## src/rtl/core/pngh_pkg.sv

```systemverilog
// ----------------------------------------------------------------------------
// pngh_pkg
// Types, codes and constants shared by the PNG header parser modules.
// ----------------------------------------------------------------------------
package pngh_pkg;

	typedef enum logic [2:0] {
		PH_SIG,
		PH_HEAD,
		PH_SKIP,
		PH_IHDR,
		PH_DONE
	} phase_t;

	typedef enum logic [2:0] {
		ST_OK,
		ST_NOT_PNG,
		ST_MALFORMED,
		ST_BAD_INTERLACE,
		ST_UNSUPPORTED,
		ST_PALETTED
	} status_t;

	localparam logic [31:0] CHUNK_IHDR = 32'h4948_4452;

	// IHDR colour types
	localparam logic [7:0] CT_GREY       = 8'd0;
	localparam logic [7:0] CT_RGB        = 8'd2;
	localparam logic [7:0] CT_PALETTE    = 8'd3;
	localparam logic [7:0] CT_GREY_ALPHA = 8'd4;
	localparam logic [7:0] CT_RGBA       = 8'd6;

	// first format code of each colour family
	localparam logic [3:0] FMT_GREY1  = 4'd0;
	localparam logic [3:0] FMT_RGB8   = 4'd4;
	localparam logic [3:0] FMT_GA1    = 4'd6;
	localparam logic [3:0] FMT_RGBA8  = 4'd10;

	typedef struct packed {
		logic [31:0] width;
		logic [31:0] height;
		logic [7:0]  depth;
		logic [7:0]  colour;
		logic [7:0]  compr;
		logic [7:0]  filt;
		logic [7:0]  inter;
	} ihdr_t;

	typedef struct packed {
		status_t     status;
		logic [31:0] width;
		logic [31:0] height;
		logic [7:0]  depth;
		logic [3:0]  fmt;
		logic [2:0]  comps;
		logic [6:0]  bpp;
		logic [3:0]  bytespp;
	} result_t;

	function automatic logic [7:0] sig_byte(input logic [2:0] idx);
		logic [7:0] b;
		unique case (idx)
			3'd0: b = 8'h89;
			3'd1: b = 8'h50;
			3'd2: b = 8'h4E;
			3'd3: b = 8'h47;
			3'd4: b = 8'h0D;
			3'd5: b = 8'h0A;
			3'd6: b = 8'h1A;
			3'd7: b = 8'h0A;
			default: b = 8'h00;
		endcase
		return b;
	endfunction

endpackage

```

## src/rtl/core/pngh_judge.sv

```systemverilog
// ----------------------------------------------------------------------------
// pngh_judge
// Validates captured IHDR fields and derives format, components and pixel size.
// ----------------------------------------------------------------------------
module pngh_judge (
	input  pngh_pkg::ihdr_t   hdr,
	output pngh_pkg::result_t res
);
	import pngh_pkg::*;

	status_t    st;
	logic [3:0] fmt;
	logic [3:0] base;
	logic [2:0] comps;
	logic [6:0] bpp;
	logic [6:0] bsum;
	logic       ok;

	always_comb begin
		st    = ST_OK;
		fmt   = '0;
		base  = '0;
		comps = '0;
		if (hdr.width == '0 || hdr.height == '0 || hdr.compr != '0 || hdr.filt != '0) begin
			st = ST_MALFORMED;
		end else if (hdr.inter > 8'd1) begin
			st = ST_BAD_INTERLACE;
		end else begin
			unique case (hdr.colour)
				CT_GREY, CT_GREY_ALPHA: begin
					base  = (hdr.colour == CT_GREY) ? FMT_GREY1 : FMT_GA1;
					comps = (hdr.colour == CT_GREY) ? 3'd1 : 3'd2;
					unique case (hdr.depth)
						8'd1:    fmt = base;
						8'd2:    fmt = base + 4'd1;
						8'd4:    fmt = base + 4'd2;
						8'd8:    fmt = base + 4'd3;
						default: st  = ST_UNSUPPORTED;
					endcase
				end
				CT_RGB, CT_RGBA: begin
					base  = (hdr.colour == CT_RGB) ? FMT_RGB8 : FMT_RGBA8;
					comps = (hdr.colour == CT_RGB) ? 3'd3 : 3'd4;
					unique case (hdr.depth)
						8'd8:    fmt = base;
						8'd16:   fmt = base + 4'd1;
						default: st  = ST_UNSUPPORTED;
					endcase
				end
				CT_PALETTE: st = ST_PALETTED;
				default:    st = ST_UNSUPPORTED;
			endcase
		end
	end

	assign ok   = (st == ST_OK);
	// depth is at most 16 when ok, so five bits carry it
	assign bpp  = ok ? (7'(hdr.depth[4:0]) * 7'(comps)) : '0;
	assign bsum = bpp + 7'd7;

	assign res.status  = st;
	assign res.width   = hdr.width;
	assign res.height  = hdr.height;
	assign res.depth   = hdr.depth;
	assign res.fmt     = ok ? fmt : '0;
	assign res.comps   = ok ? comps : '0;
	assign res.bpp     = bpp;
	assign res.bytespp = bsum[6:3];

endmodule

```

## src/rtl/core/pngh_walker.sv

```systemverilog
// ----------------------------------------------------------------------------
// pngh_walker
// Per-byte parse state: signature check, chunk walk, IHDR capture, result pick.
// ----------------------------------------------------------------------------
module pngh_walker (
	input  logic              clk,
	input  logic              arst_n,
	input  logic              fire,
	input  logic [7:0]        data_byte,
	input  logic              end_of_file,
	output logic              hit,
	output pngh_pkg::result_t res
);
	import pngh_pkg::*;

	phase_t      phase_q, phase_d;
	logic [3:0]  idx_q, idx_d;
	logic        sig_ok_q, sig_ok_d;
	logic [31:0] len_q, len_d;
	logic [23:0] type_q, type_d;
	logic [32:0] skip_q, skip_d;
	logic [31:0] width_q, width_d;
	logic [31:0] height_q, height_d;
	logic [31:0] fields_q, fields_d;

	logic        judge_sel;
	status_t     early_st;
	ihdr_t       hdr;
	result_t     jres;

	// interlace byte is the one in flight on the final IHDR beat
	assign hdr = '{
		width:  width_q,
		height: height_q,
		depth:  fields_q[31:24],
		colour: fields_q[23:16],
		compr:  fields_q[15:8],
		filt:   fields_q[7:0],
		inter:  data_byte
	};

	pngh_judge u_judge (
		.hdr (hdr),
		.res (jres)
	);

	always_comb begin
		phase_d   = phase_q;
		idx_d     = idx_q;
		sig_ok_d  = sig_ok_q;
		len_d     = len_q;
		type_d    = type_q;
		skip_d    = skip_q;
		width_d   = width_q;
		height_d  = height_q;
		fields_d  = fields_q;
		hit       = 1'b0;
		judge_sel = 1'b0;
		early_st  = ST_MALFORMED;

		unique case (phase_q)
			PH_SIG: begin
				if (data_byte != sig_byte(idx_q[2:0])) begin
					sig_ok_d = 1'b0;
				end
				idx_d = idx_q + 4'd1;
				if (idx_q == 4'd7) begin
					if (!sig_ok_d) begin
						hit      = 1'b1;
						early_st = ST_NOT_PNG;
					end else begin
						phase_d = PH_HEAD;
						idx_d   = '0;
					end
				end
			end
			PH_HEAD: begin
				if (idx_q < 4'd4) begin
					len_d = {len_q[23:0], data_byte};
				end else begin
					type_d = {type_q[15:0], data_byte};
				end
				idx_d = idx_q + 4'd1;
				if (idx_q == 4'd7) begin
					if ({type_q, data_byte} == CHUNK_IHDR) begin
						phase_d = PH_IHDR;
						idx_d   = '0;
					end else begin
						// chunk data plus CRC
						phase_d = PH_SKIP;
						skip_d  = {1'b0, len_q} + 33'd4;
					end
				end
			end
			PH_SKIP: begin
				skip_d = skip_q - 33'd1;
				if (skip_q == 33'd1) begin
					phase_d = PH_HEAD;
					idx_d   = '0;
				end
			end
			PH_IHDR: begin
				if (idx_q < 4'd4) begin
					width_d = {width_q[23:0], data_byte};
				end else if (idx_q < 4'd8) begin
					height_d = {height_q[23:0], data_byte};
				end else begin
					fields_d = {fields_q[23:0], data_byte};
				end
				idx_d = idx_q + 4'd1;
				if (idx_q == 4'd12) begin
					hit       = 1'b1;
					judge_sel = 1'b1;
				end
			end
			PH_DONE: begin
			end
			default: begin
			end
		endcase

		// early end of file
		if (!hit && end_of_file && phase_q != PH_DONE) begin
			hit      = 1'b1;
			early_st = (phase_d == PH_SIG) ? ST_NOT_PNG : ST_MALFORMED;
		end
		if (hit) begin
			phase_d = PH_DONE;
		end
		if (end_of_file) begin
			phase_d  = PH_SIG;
			idx_d    = '0;
			sig_ok_d = 1'b1;
		end
	end

	always_comb begin
		if (judge_sel) begin
			res = jres;
		end else begin
			res         = '0;
			res.status  = early_st;
		end
	end

	always_ff @(posedge clk or negedge arst_n) begin
		if (!arst_n) begin
			phase_q  <= PH_SIG;
			idx_q    <= '0;
			sig_ok_q <= 1'b1;
		end else if (fire) begin
			phase_q  <= phase_d;
			idx_q    <= idx_d;
			sig_ok_q <= sig_ok_d;
		end
	end

	always_ff @(posedge clk) begin
		if (fire) begin
			len_q    <= len_d;
			type_q   <= type_d;
			skip_q   <= skip_d;
			width_q  <= width_d;
			height_q <= height_d;
			fields_q <= fields_d;
		end
	end

endmodule

```

## src/rtl/core/png_header_parser_unit.sv

```systemverilog
// ----------------------------------------------------------------------------
// png_header_parser_unit
// Streams a PNG file byte by byte and reports the IHDR image description.
// ----------------------------------------------------------------------------
//  channel | handshake          | payload
//  --------+--------------------+----------------------------------------------
//  in      | in_valid/in_stall  | data_byte, end_of_file
//  out     | out_valid/out_stall| status, image_width, image_height, bit_depth,
//          |                    | pixel_format, component_count,
//          |                    | bits_per_pixel, bytes_per_pixel
//
//  One byte per cycle unless held as below; the byte that completes a result
//  passes the input register, then the result register, to the out port.
//  Reset arms the parser for the signature; no clearing pass.
//  While a result waits on out_stall, bytes that give no result still move;
//  the byte that gives the next result holds in the input register.
// ----------------------------------------------------------------------------
module png_header_parser_unit (
	input  logic        clk,
	input  logic        arst_n,
	input  logic        in_valid,
	output logic        in_stall,
	input  logic [7:0]  data_byte,
	input  logic        end_of_file,
	output logic        out_valid,
	input  logic        out_stall,
	output logic [2:0]  status,
	output logic [31:0] image_width,
	output logic [31:0] image_height,
	output logic [7:0]  bit_depth,
	output logic [3:0]  pixel_format,
	output logic [2:0]  component_count,
	output logic [6:0]  bits_per_pixel,
	output logic [3:0]  bytes_per_pixel
);
	import pngh_pkg::*;

	logic       vld_s1;
	logic [7:0] byte_s1;
	logic       eof_s1;
	logic       out_vld_s2;
	result_t    res_s2;

	logic       in_acc;
	logic       fire;
	logic       hit;
	logic       out_free;
	result_t    res;

	assign out_free = !out_vld_s2 || !out_stall;
	assign fire     = vld_s1 && (!hit || out_free);
	assign in_stall = vld_s1 && !fire;
	assign in_acc   = in_valid && !in_stall;

	pngh_walker u_walker (
		.clk         (clk),
		.arst_n      (arst_n),
		.fire        (fire),
		.data_byte   (byte_s1),
		.end_of_file (eof_s1),
		.hit         (hit),
		.res         (res)
	);

	always_ff @(posedge clk or negedge arst_n) begin
		if (!arst_n) begin
			vld_s1     <= 1'b0;
			out_vld_s2 <= 1'b0;
		end else begin
			if (in_acc) begin
				vld_s1 <= 1'b1;
			end else if (fire) begin
				vld_s1 <= 1'b0;
			end
			if (out_free) begin
				out_vld_s2 <= fire && hit;
			end
		end
	end

	always_ff @(posedge clk) begin
		if (in_acc) begin
			byte_s1 <= data_byte;
			eof_s1  <= end_of_file;
		end
		if (fire && hit) begin
			res_s2 <= res;
		end
	end

	assign out_valid       = out_vld_s2;
	assign status          = res_s2.status;
	assign image_width     = res_s2.width;
	assign image_height    = res_s2.height;
	assign bit_depth       = res_s2.depth;
	assign pixel_format    = res_s2.fmt;
	assign component_count = res_s2.comps;
	assign bits_per_pixel  = res_s2.bpp;
	assign bytes_per_pixel = res_s2.bytespp;

endmodule

```

## config.mk

```make
export PLATFORM = sky130hd
export DESIGN_NAME = png_header_parser_unit
export DESIGN_NICKNAME = d
export VERILOG_FILES = /design/src/rtl/core/pngh_pkg.sv /design/src/rtl/core/pngh_judge.sv /design/src/rtl/core/pngh_walker.sv /design/src/rtl/core/png_header_parser_unit.sv
export SDC_FILE = /design/constraint.sdc
export NUM_CORES = 1
export LEC_CHECK = 0
export ABC_AREA = 1
export CORE_ASPECT_RATIO = 1.75
export CORE_MARGIN = 3
export CORE_UTILIZATION = 64
export CTS_CLUSTER_SIZE = 30
export DETAILED_ROUTE_END_ITERATION = 16
export DONT_BUFFER_PORTS = 1
export GPL_TIMING_DRIVEN = 0
export PLACE_DENSITY = 0.87
export SLEW_MARGIN = 25
export SYNTH_ARGS = -nofsm -noshare
export SYNTH_HDL_FRONTEND = slang
export SYNTH_SLANG_ARGS = --single-unit
```

## constraint.sdc

```tcl
create_clock -name clk -period 5.45 [get_ports clk]
set_input_delay 0.545 -clock clk [delete_from_list [all_inputs] [get_ports clk]]
set_output_delay 0.545 -clock clk [all_outputs]
set_load 0.02 [all_outputs]
```

======== Word level (Yosys, flattened, before mapping) ========
Memory sizes are Yosys's and may differ from the RTL's.
Cells that the tools add are included.
word-level totals
  bits in latches ......................... 0
  output and inout port bits .............. 95
  memory bits (writable) .................. 0
  memory bits (read-only) ................. 56
  register bits after elaboration ......... 297
  memories kept ........................... 1
  input bits .............................. 13
  logic and storage cells ................. 159
memory list
  memory           depth  width  read ports  clocked after memory_dff  wr ports  RTL line        text
  (no name shown)  8      7      1           0                         0         pngh_pkg.sv:62  unique case (idx)
cells by class
  $add $sub $neg .......................... 8
  multiply operators ...................... 1
  reduce and logical (&&, ||, !) cells .... 43
  bitwise logic cells ..................... 4
  shift-type cells ........................ 0
  div/mod/pow operators ................... 0
  eq/ne operators ......................... 21
  muxes and demuxes ....................... 57
  order comparisons ....................... 3
operators with widths
  operator                 number
  $mux W93                 1
  $mux W33                 2
  $pmux W33 S2             1
  $logic_not A32 Y1        2
  $mux W3                  18
  $mux W4                  10
  $add A32 B3 Y33 const B  1
  $eq A33 B1 Y1 const B    1
  $sub A33 B1 Y33 const B  1
  $eq A32 B31 Y1 const B   1
  $pmux W4 S4              2
  $eq A8 B2 Y1 const B     3
  $eq A8 B3 Y1 const B     3
  $pmux W3 S3              2
  $pmux W4 S2              2
  $reduce_bool A8 Y1       2
  $mux W1                  12
  $reduce_and A3 Y1        4
  $reduce_and A4 Y1        3
  $logic_not A3 Y1         3
  $add A3 B2 Y4 const B    2
  $add A4 B1 Y4 const B    2
  $eq A8 B1 Y1 const B     1
  $eq A8 B4 Y1 const B     1
  other kinds (31)         57

======== Depth between registers and ports, before layout ========
  word-level depth ........................ 20
  mapped depth ............................ 24
  depth with buffers taken out ............ 24

======== Modules after synthesis ========
Synthesis repeated with hierarchy kept, for this count alone.
unflattened totals
  cell total of the unflattened synthesis .. 1,392
  area, all modules ....................... 14,432.6 um^2
modules (own cells, without submodules)
  module                  cells an instance  instances  area an instance (um^2)
  pngh_walker             954                1          9,432.8
  png_header_parser_unit  115                1          3,173.0
  pngh_judge              323                1          1,826.8

======== Least setup slack after synthesis ========
No wires, ideal clock.
  path kind ............................... reg2reg
  start point ............................. register u_walker.idx_q[1]
  end point ............................... register res_s2 (netlist bit bit_depth[0]), enable pin
  arrival time ............................ 3.556 ns
  slack ................................... 1.448 ns
  setup time .............................. 0.446 ns
  required time ........................... 5.004 ns
  stages on the path, launching flop included .. 12
  cell sequence ........................... dfrtp_1 inv_1 ha_1 nand2_2 o21ai_0 xor2_1 nor2_2 nand3_2 nand3_2 o211ai_4 nand3_1 inv_1
on the way
  word-level cells in the longest chain between the ends .. 16
  elaborated cells on any way between the ends .. 19
  those cells by class .................... eq/ne (3); mux (8); reduce/logical (7); memory (1)
RTL lines
  item                              RTL line                      text
  from (decl)                       pngh_walker.sv:17             logic [3:0] idx_q, idx_d;
  from (signal assigned)            pngh_walker.sv:153            idx_q <= idx_d;
  $mem_v2 Z8 W7                     -
  $mux W8                           pngh_walker.sv:61             unique case (phase_q)
  $ne A8 B8 Y1                      pngh_walker.sv:63             if (data_byte != sig_byte(idx_q[2:0])) begin
  $mux W1                           pngh_walker.sv:63
  $mux W1                           pngh_walker.sv:61
  $mux W1                           pngh_walker.sv:68             if (!sig_ok_d) begin
  $mux W1                           pngh_walker.sv:67             if (idx_q == 4'd7) begin
  $pmux W1 S2 *                     pngh_walker.sv:61
  $logic_not A1 Y1                  pngh_walker.sv:123            if (!hit && end_of_file && phase_q != PH_DONE) begin
  $logic_and A1 B1 Y1 (2 in a row)  pngh_walker.sv:123
  $mux W1 *                         pngh_walker.sv:123
  $logic_not A1 Y1                  png_header_parser_unit.sv:51  assign fire = vld_s1 && (!hit || out_free);
  $logic_or A1 B1 Y1                png_header_parser_unit.sv:51
  $logic_and A1 B1 Y1               png_header_parser_unit.sv:51
  $logic_and A1 B1 Y1 *             png_header_parser_unit.sv:86  if (fire && hit) begin
  to (signal assigned)              png_header_parser_unit.sv:87  res_s2 <= res;
  to (decl)                         png_header_parser_unit.sv:42  result_t res_s2;
Every way passes the cells marked *; elsewhere a longest branch is shown, timed or not. The select of a mux whose other input is x is not followed.
A chain may end at the register's enable or synchronous reset.

======== Worst setup path after layout ========
  start point ............................. register byte_s1[6]
  end point ............................... register res_s2 (netlist bit bytes_per_pixel[3]), data pin
on the way
  word-level cells in the longest chain between the ends .. 6
  elaborated cells on any way between the ends .. 9
  those cells by class .................... add/sub (1); mul (1); order compare (1); mux (5); reduce/logical (1)
RTL lines
  item                                                      RTL line                            text
  from (decl)                                               png_header_parser_unit.sv:39        logic [7:0] byte_s1;
  from (signal assigned)                                    png_header_parser_unit.sv:83        byte_s1 <= data_byte;
  $gt A8 B1 Y1 *                                            pngh_judge.sv:26                    end else if (hdr.inter > 8'd1) begin
  $mux W3                                                   pngh_judge.sv:26
  $mux W3                                                   pngh_judge.sv:24                    if (hdr.width == '0 || hdr.height == '0 || hdr.compr != '0 || hdr.filt != '0) begin
  $mul A5 B3 Y7 / $logic_not A3 Y1 (equally long branches)  pngh_judge.sv:58, pngh_judge.sv:56
  $mux W7 *                                                 pngh_judge.sv:58                    assign bpp = ok ? (7'(hdr.depth[4:0]) * 7'(comps)) : '0;
  $add A7 B3 Y7 *                                           pngh_judge.sv:59                    assign bsum = bpp + 7'd7;
Every way passes the cells marked *; elsewhere a longest branch is shown, timed or not.

==> metrics.txt <==
first-pass GRT wire length 44.4 mm; total CTS buffers 25; clock network power share 29.7%; Die W 116 um; Setup Total Neg Slack 0 ps; Placer Congestion 0.950; IR drop worst, VDD 0.000260 V; number of antenna violations at the first check in global routing 0; IO buf count 0; run status finished clean; share of layout cells above drive strength 1 7.90%; CP Max Fanout 10; post-route ant nets 0; nets 1307; post-synthesis mux area share 0%; Post-Syn Instances 1237; Cell Area, Synth 13500 um2; ant diodes 0; total number of vias 8856; clock sinks 297; GRT Total Usage 25.0%; Netlist cell types 49; Die Y 198 um; CTS Buffer Depth 3; CP Launch Type flop; clock slew at reported path FFs 70 ps; number of synthesized flops with an enable pin 287; Crit Path Category flop to flop; pre-CTS setup slack 1320 ps; Post-CTS Setup Inserts 0; Flop pwr share 55.5%; ys async rst share 3.37%; I/O pin cnt 108; Internal 3.85 mW; Adder-Cell Fraction of Synth Area 1.99%; total of fill cells in the finished design 1314; WL final 28.3 mm; Die Footprint 22900 um2; Area Overhead vs Synth 9.22%; final setup fails 0; Hold-fix buffers, CTS 1; 1st-iter DRT viols 701; final worst-path setup slack 1260 ps; global route total overflow 0; footprint of the multi-input gates 3840 um2; FMAX 239 MHz; Core ar. 20500 um2; Root Buffer clkbuf_16; synth warn 0; Setup Skew 22.1 ps; wire per inst 18.4 um; Compound-Gate Fraction of Synth Area 3.46%; sequential standard cell area 8870 um2; Syn Nets 1269; max-cap violation count 0; Req. time, crit path 5740 ps; Vias/cell 5.75; actual slew at the worst max-slew pin 671 ps; starting density of the core 65.8%; Rows 69; vias in the first global route 9009; Critical Path Sink Type flop; syn avg cell area 10.9 um2; H-tree depth 1; Seq/Total Area, Yosys 65.9%; net switching power 1.57 mW; RSZ-0062 raised after global routing no; crit path DAT 4480 ps; Synth Flop Type edfxtp_1; Top cell by count, worst path nor2_1; DP HPWL 20.5 mm; CTS resizes 0; latest clock arrival within the worst-skew pair 540 ps; CP Buf/Inv Count 3; CTS tree built; simple-gate share of the synthesized area 19.7%; worst hold slack 94.0 ps; Crit-path slowest cell edfxtp_1; DRC viols 0; Rel. slew slack 55.2%; Crit path max-delay family simple AND/OR/NAND/NOR gates; Yosys reg bits 297; final hold vios 0; Synth Area in XOR/XNOR 3.11%; Min-Delay Path Class primary input to flop; largest family of logic cells by synthesized area simple AND/OR/NAND/NOR gates; Comb pwr share 14.8%; CP cell instances nor2_1 > nand3_1 > inv_1 > nand3_1 > nor2_2 > nand2_1 > fa_1 > inv_1 > ha_1 > fa_1 > a21oi_1 > o21bai_1 > xor2_1 > inv_1 > nand3_1 > nand2_1 > nor2_1 > nor2_1 > nor2_1; Static Leak 5.69 nW; Sw Ratio 28.9%; largest net degree at the start of global routing 63; Pwr per Cell Area 369 nW/um2; fin crit period 4190 ps; Largest stage delay, worst path 590 ps; Detailed Routing Iterations Pass 1 5; Tcrit/Tclk final 76.8%; Final Max Tran Viols 0
==> cells in the mapped netlist (all sizes together), types with 11 or more instances <==
cell type / instances / area share (%)
nor4: 19 / 1.1
nand3: 54 / 2.2
nor3: 29 / 1.6
nand2: 206 / 6.1
ha: 15 / 1.4
a21oi: 17 / 0.63
edfxtp: 287 / 64
xnor2: 11 / 0.72
xor2: 36 / 2.4
o21ai: 42 / 1.6
inv: 188 / 5.2
nand4: 28 / 1.3
nor2: 246 / 7.1
==> cells by family after synthesis <==
logic type | Yosys count
buf+inv | 208
fa+ha+maj | 19
compound gates | 79
flops | 297
simple gates | 587
xor+xnor | 47
==> power groups by stage <==
stage | clock (mW) | combinational (mW) | sequential (mW)
after global placement | 0 | 0.716 | 3.07
after CTS | 1.63 | 0.795 | 3.01
after floorplan | 0 | 0.581 | 3.01
after global routing | 1.73 | 0.897 | 3.03
final | 1.61 | 0.800 | 3.01
after detailed placement | 0 | 0.788 | 3.06
==> final timing paths <==
path,cells after the start,startpoint,to,slack [ps]
worst max-delay path,19,byte_s1[6]$_DFFE_PP_,bytes_per_pixel[3]$_SDFFCE_PN0P_,1260
worst min register to register,0,u_walker.width_q[3]$_DFFE_PP_,u_walker.width_q[11]$_DFFE_PP_,450
max in group asynchronous,1,arst_n,u_walker.sig_ok_q$_DFFE_PN1P_,4690
worst max register to register,19,byte_s1[6]$_DFFE_PP_,bytes_per_pixel[3]$_SDFFCE_PN0P_,1260
min in group asynchronous,1,arst_n,out_valid$_DFFE_PN0P_,410
worst min-delay path,0,data_byte[2],byte_s1[2]$_DFFE_PP_,90
==> metrics by stage <==
step	cells	util, %	instance area [um2]	power (mW)
global placement	1485	67.3	13800	3.79
global route	1539	71.9	14700	5.66
finish	1539	71.9	14700	5.42
floorplan	1237	-	13500	3.60
CTS	1539	71.9	14700	5.44
detailed placement	1495	68.3	14000	3.85
==> per-layer routing <==
layer | global-route usage [%] | vias up | share of wire [%]
met3 | 3.06 | 111 | 4.5
met4 | 13.5 | 0 | 5.7
met2 | 48.7 | 334 | 57
met1 | 24.7 | 4203 | 33
met5 | 0 | - | 0
li1 | - | 4208 | -
==> layout make-up <==
| type | instances | area share, % |
|---|---|---|
| plain buffers | 18 | 0.545 |
| repair buffers | 11 | 1.14 |
| multi-input cells | 732 | 26.1 |
| clock buffers | 31 | 4.41 |
| inverters | 190 | 4.87 |
| flip-flops and latches | 297 | 60.3 |
| well taps | 248 | 2.11 |
| clock inverters | 12 | 0.493 |
==> sequential cells by signal (all words and copies together), names as in the netlist, 4 cells and up <==
| signal | count |
|---|---|
| u_walker.skip_q | 33 |
| image_height | 32 |
| image_width | 32 |
| u_walker.fields_q | 32 |
| u_walker.height_q | 32 |
| u_walker.len_q | 32 |
| u_walker.width_q | 32 |
| u_walker.type_q | 24 |
| bit_depth | 8 |
| byte_s1 | 8 |
| bits_per_pixel | 7 |
| bytes_per_pixel | 4 |
| pixel_format | 4 |
| u_walker.idx_q | 4 |
==> cell usage in the layout (no fill, tap or decap), drive strengths merged, types with 2 or more instances in the layout <==
cell,netlist,layout
a32o,2,2
o22ai,2,2
buf,8,18
o31ai,2,2
xnor2,11,11
o211ai,3,3
nand2,206,206
nor3,29,29
nand3,54,54
nor4,19,19
dfrtp,9,9
inv,188,189
or2,2,2
a31oi,5,5
xor2,36,36
clkbuf,10,41
nor2,246,246
clkinv,2,12
o21ai,42,42
a21oi,17,17
fa,4,4
ha,15,15
edfxtp,287,287
nand4,28,28
Power figures use the tool's default switching activity.
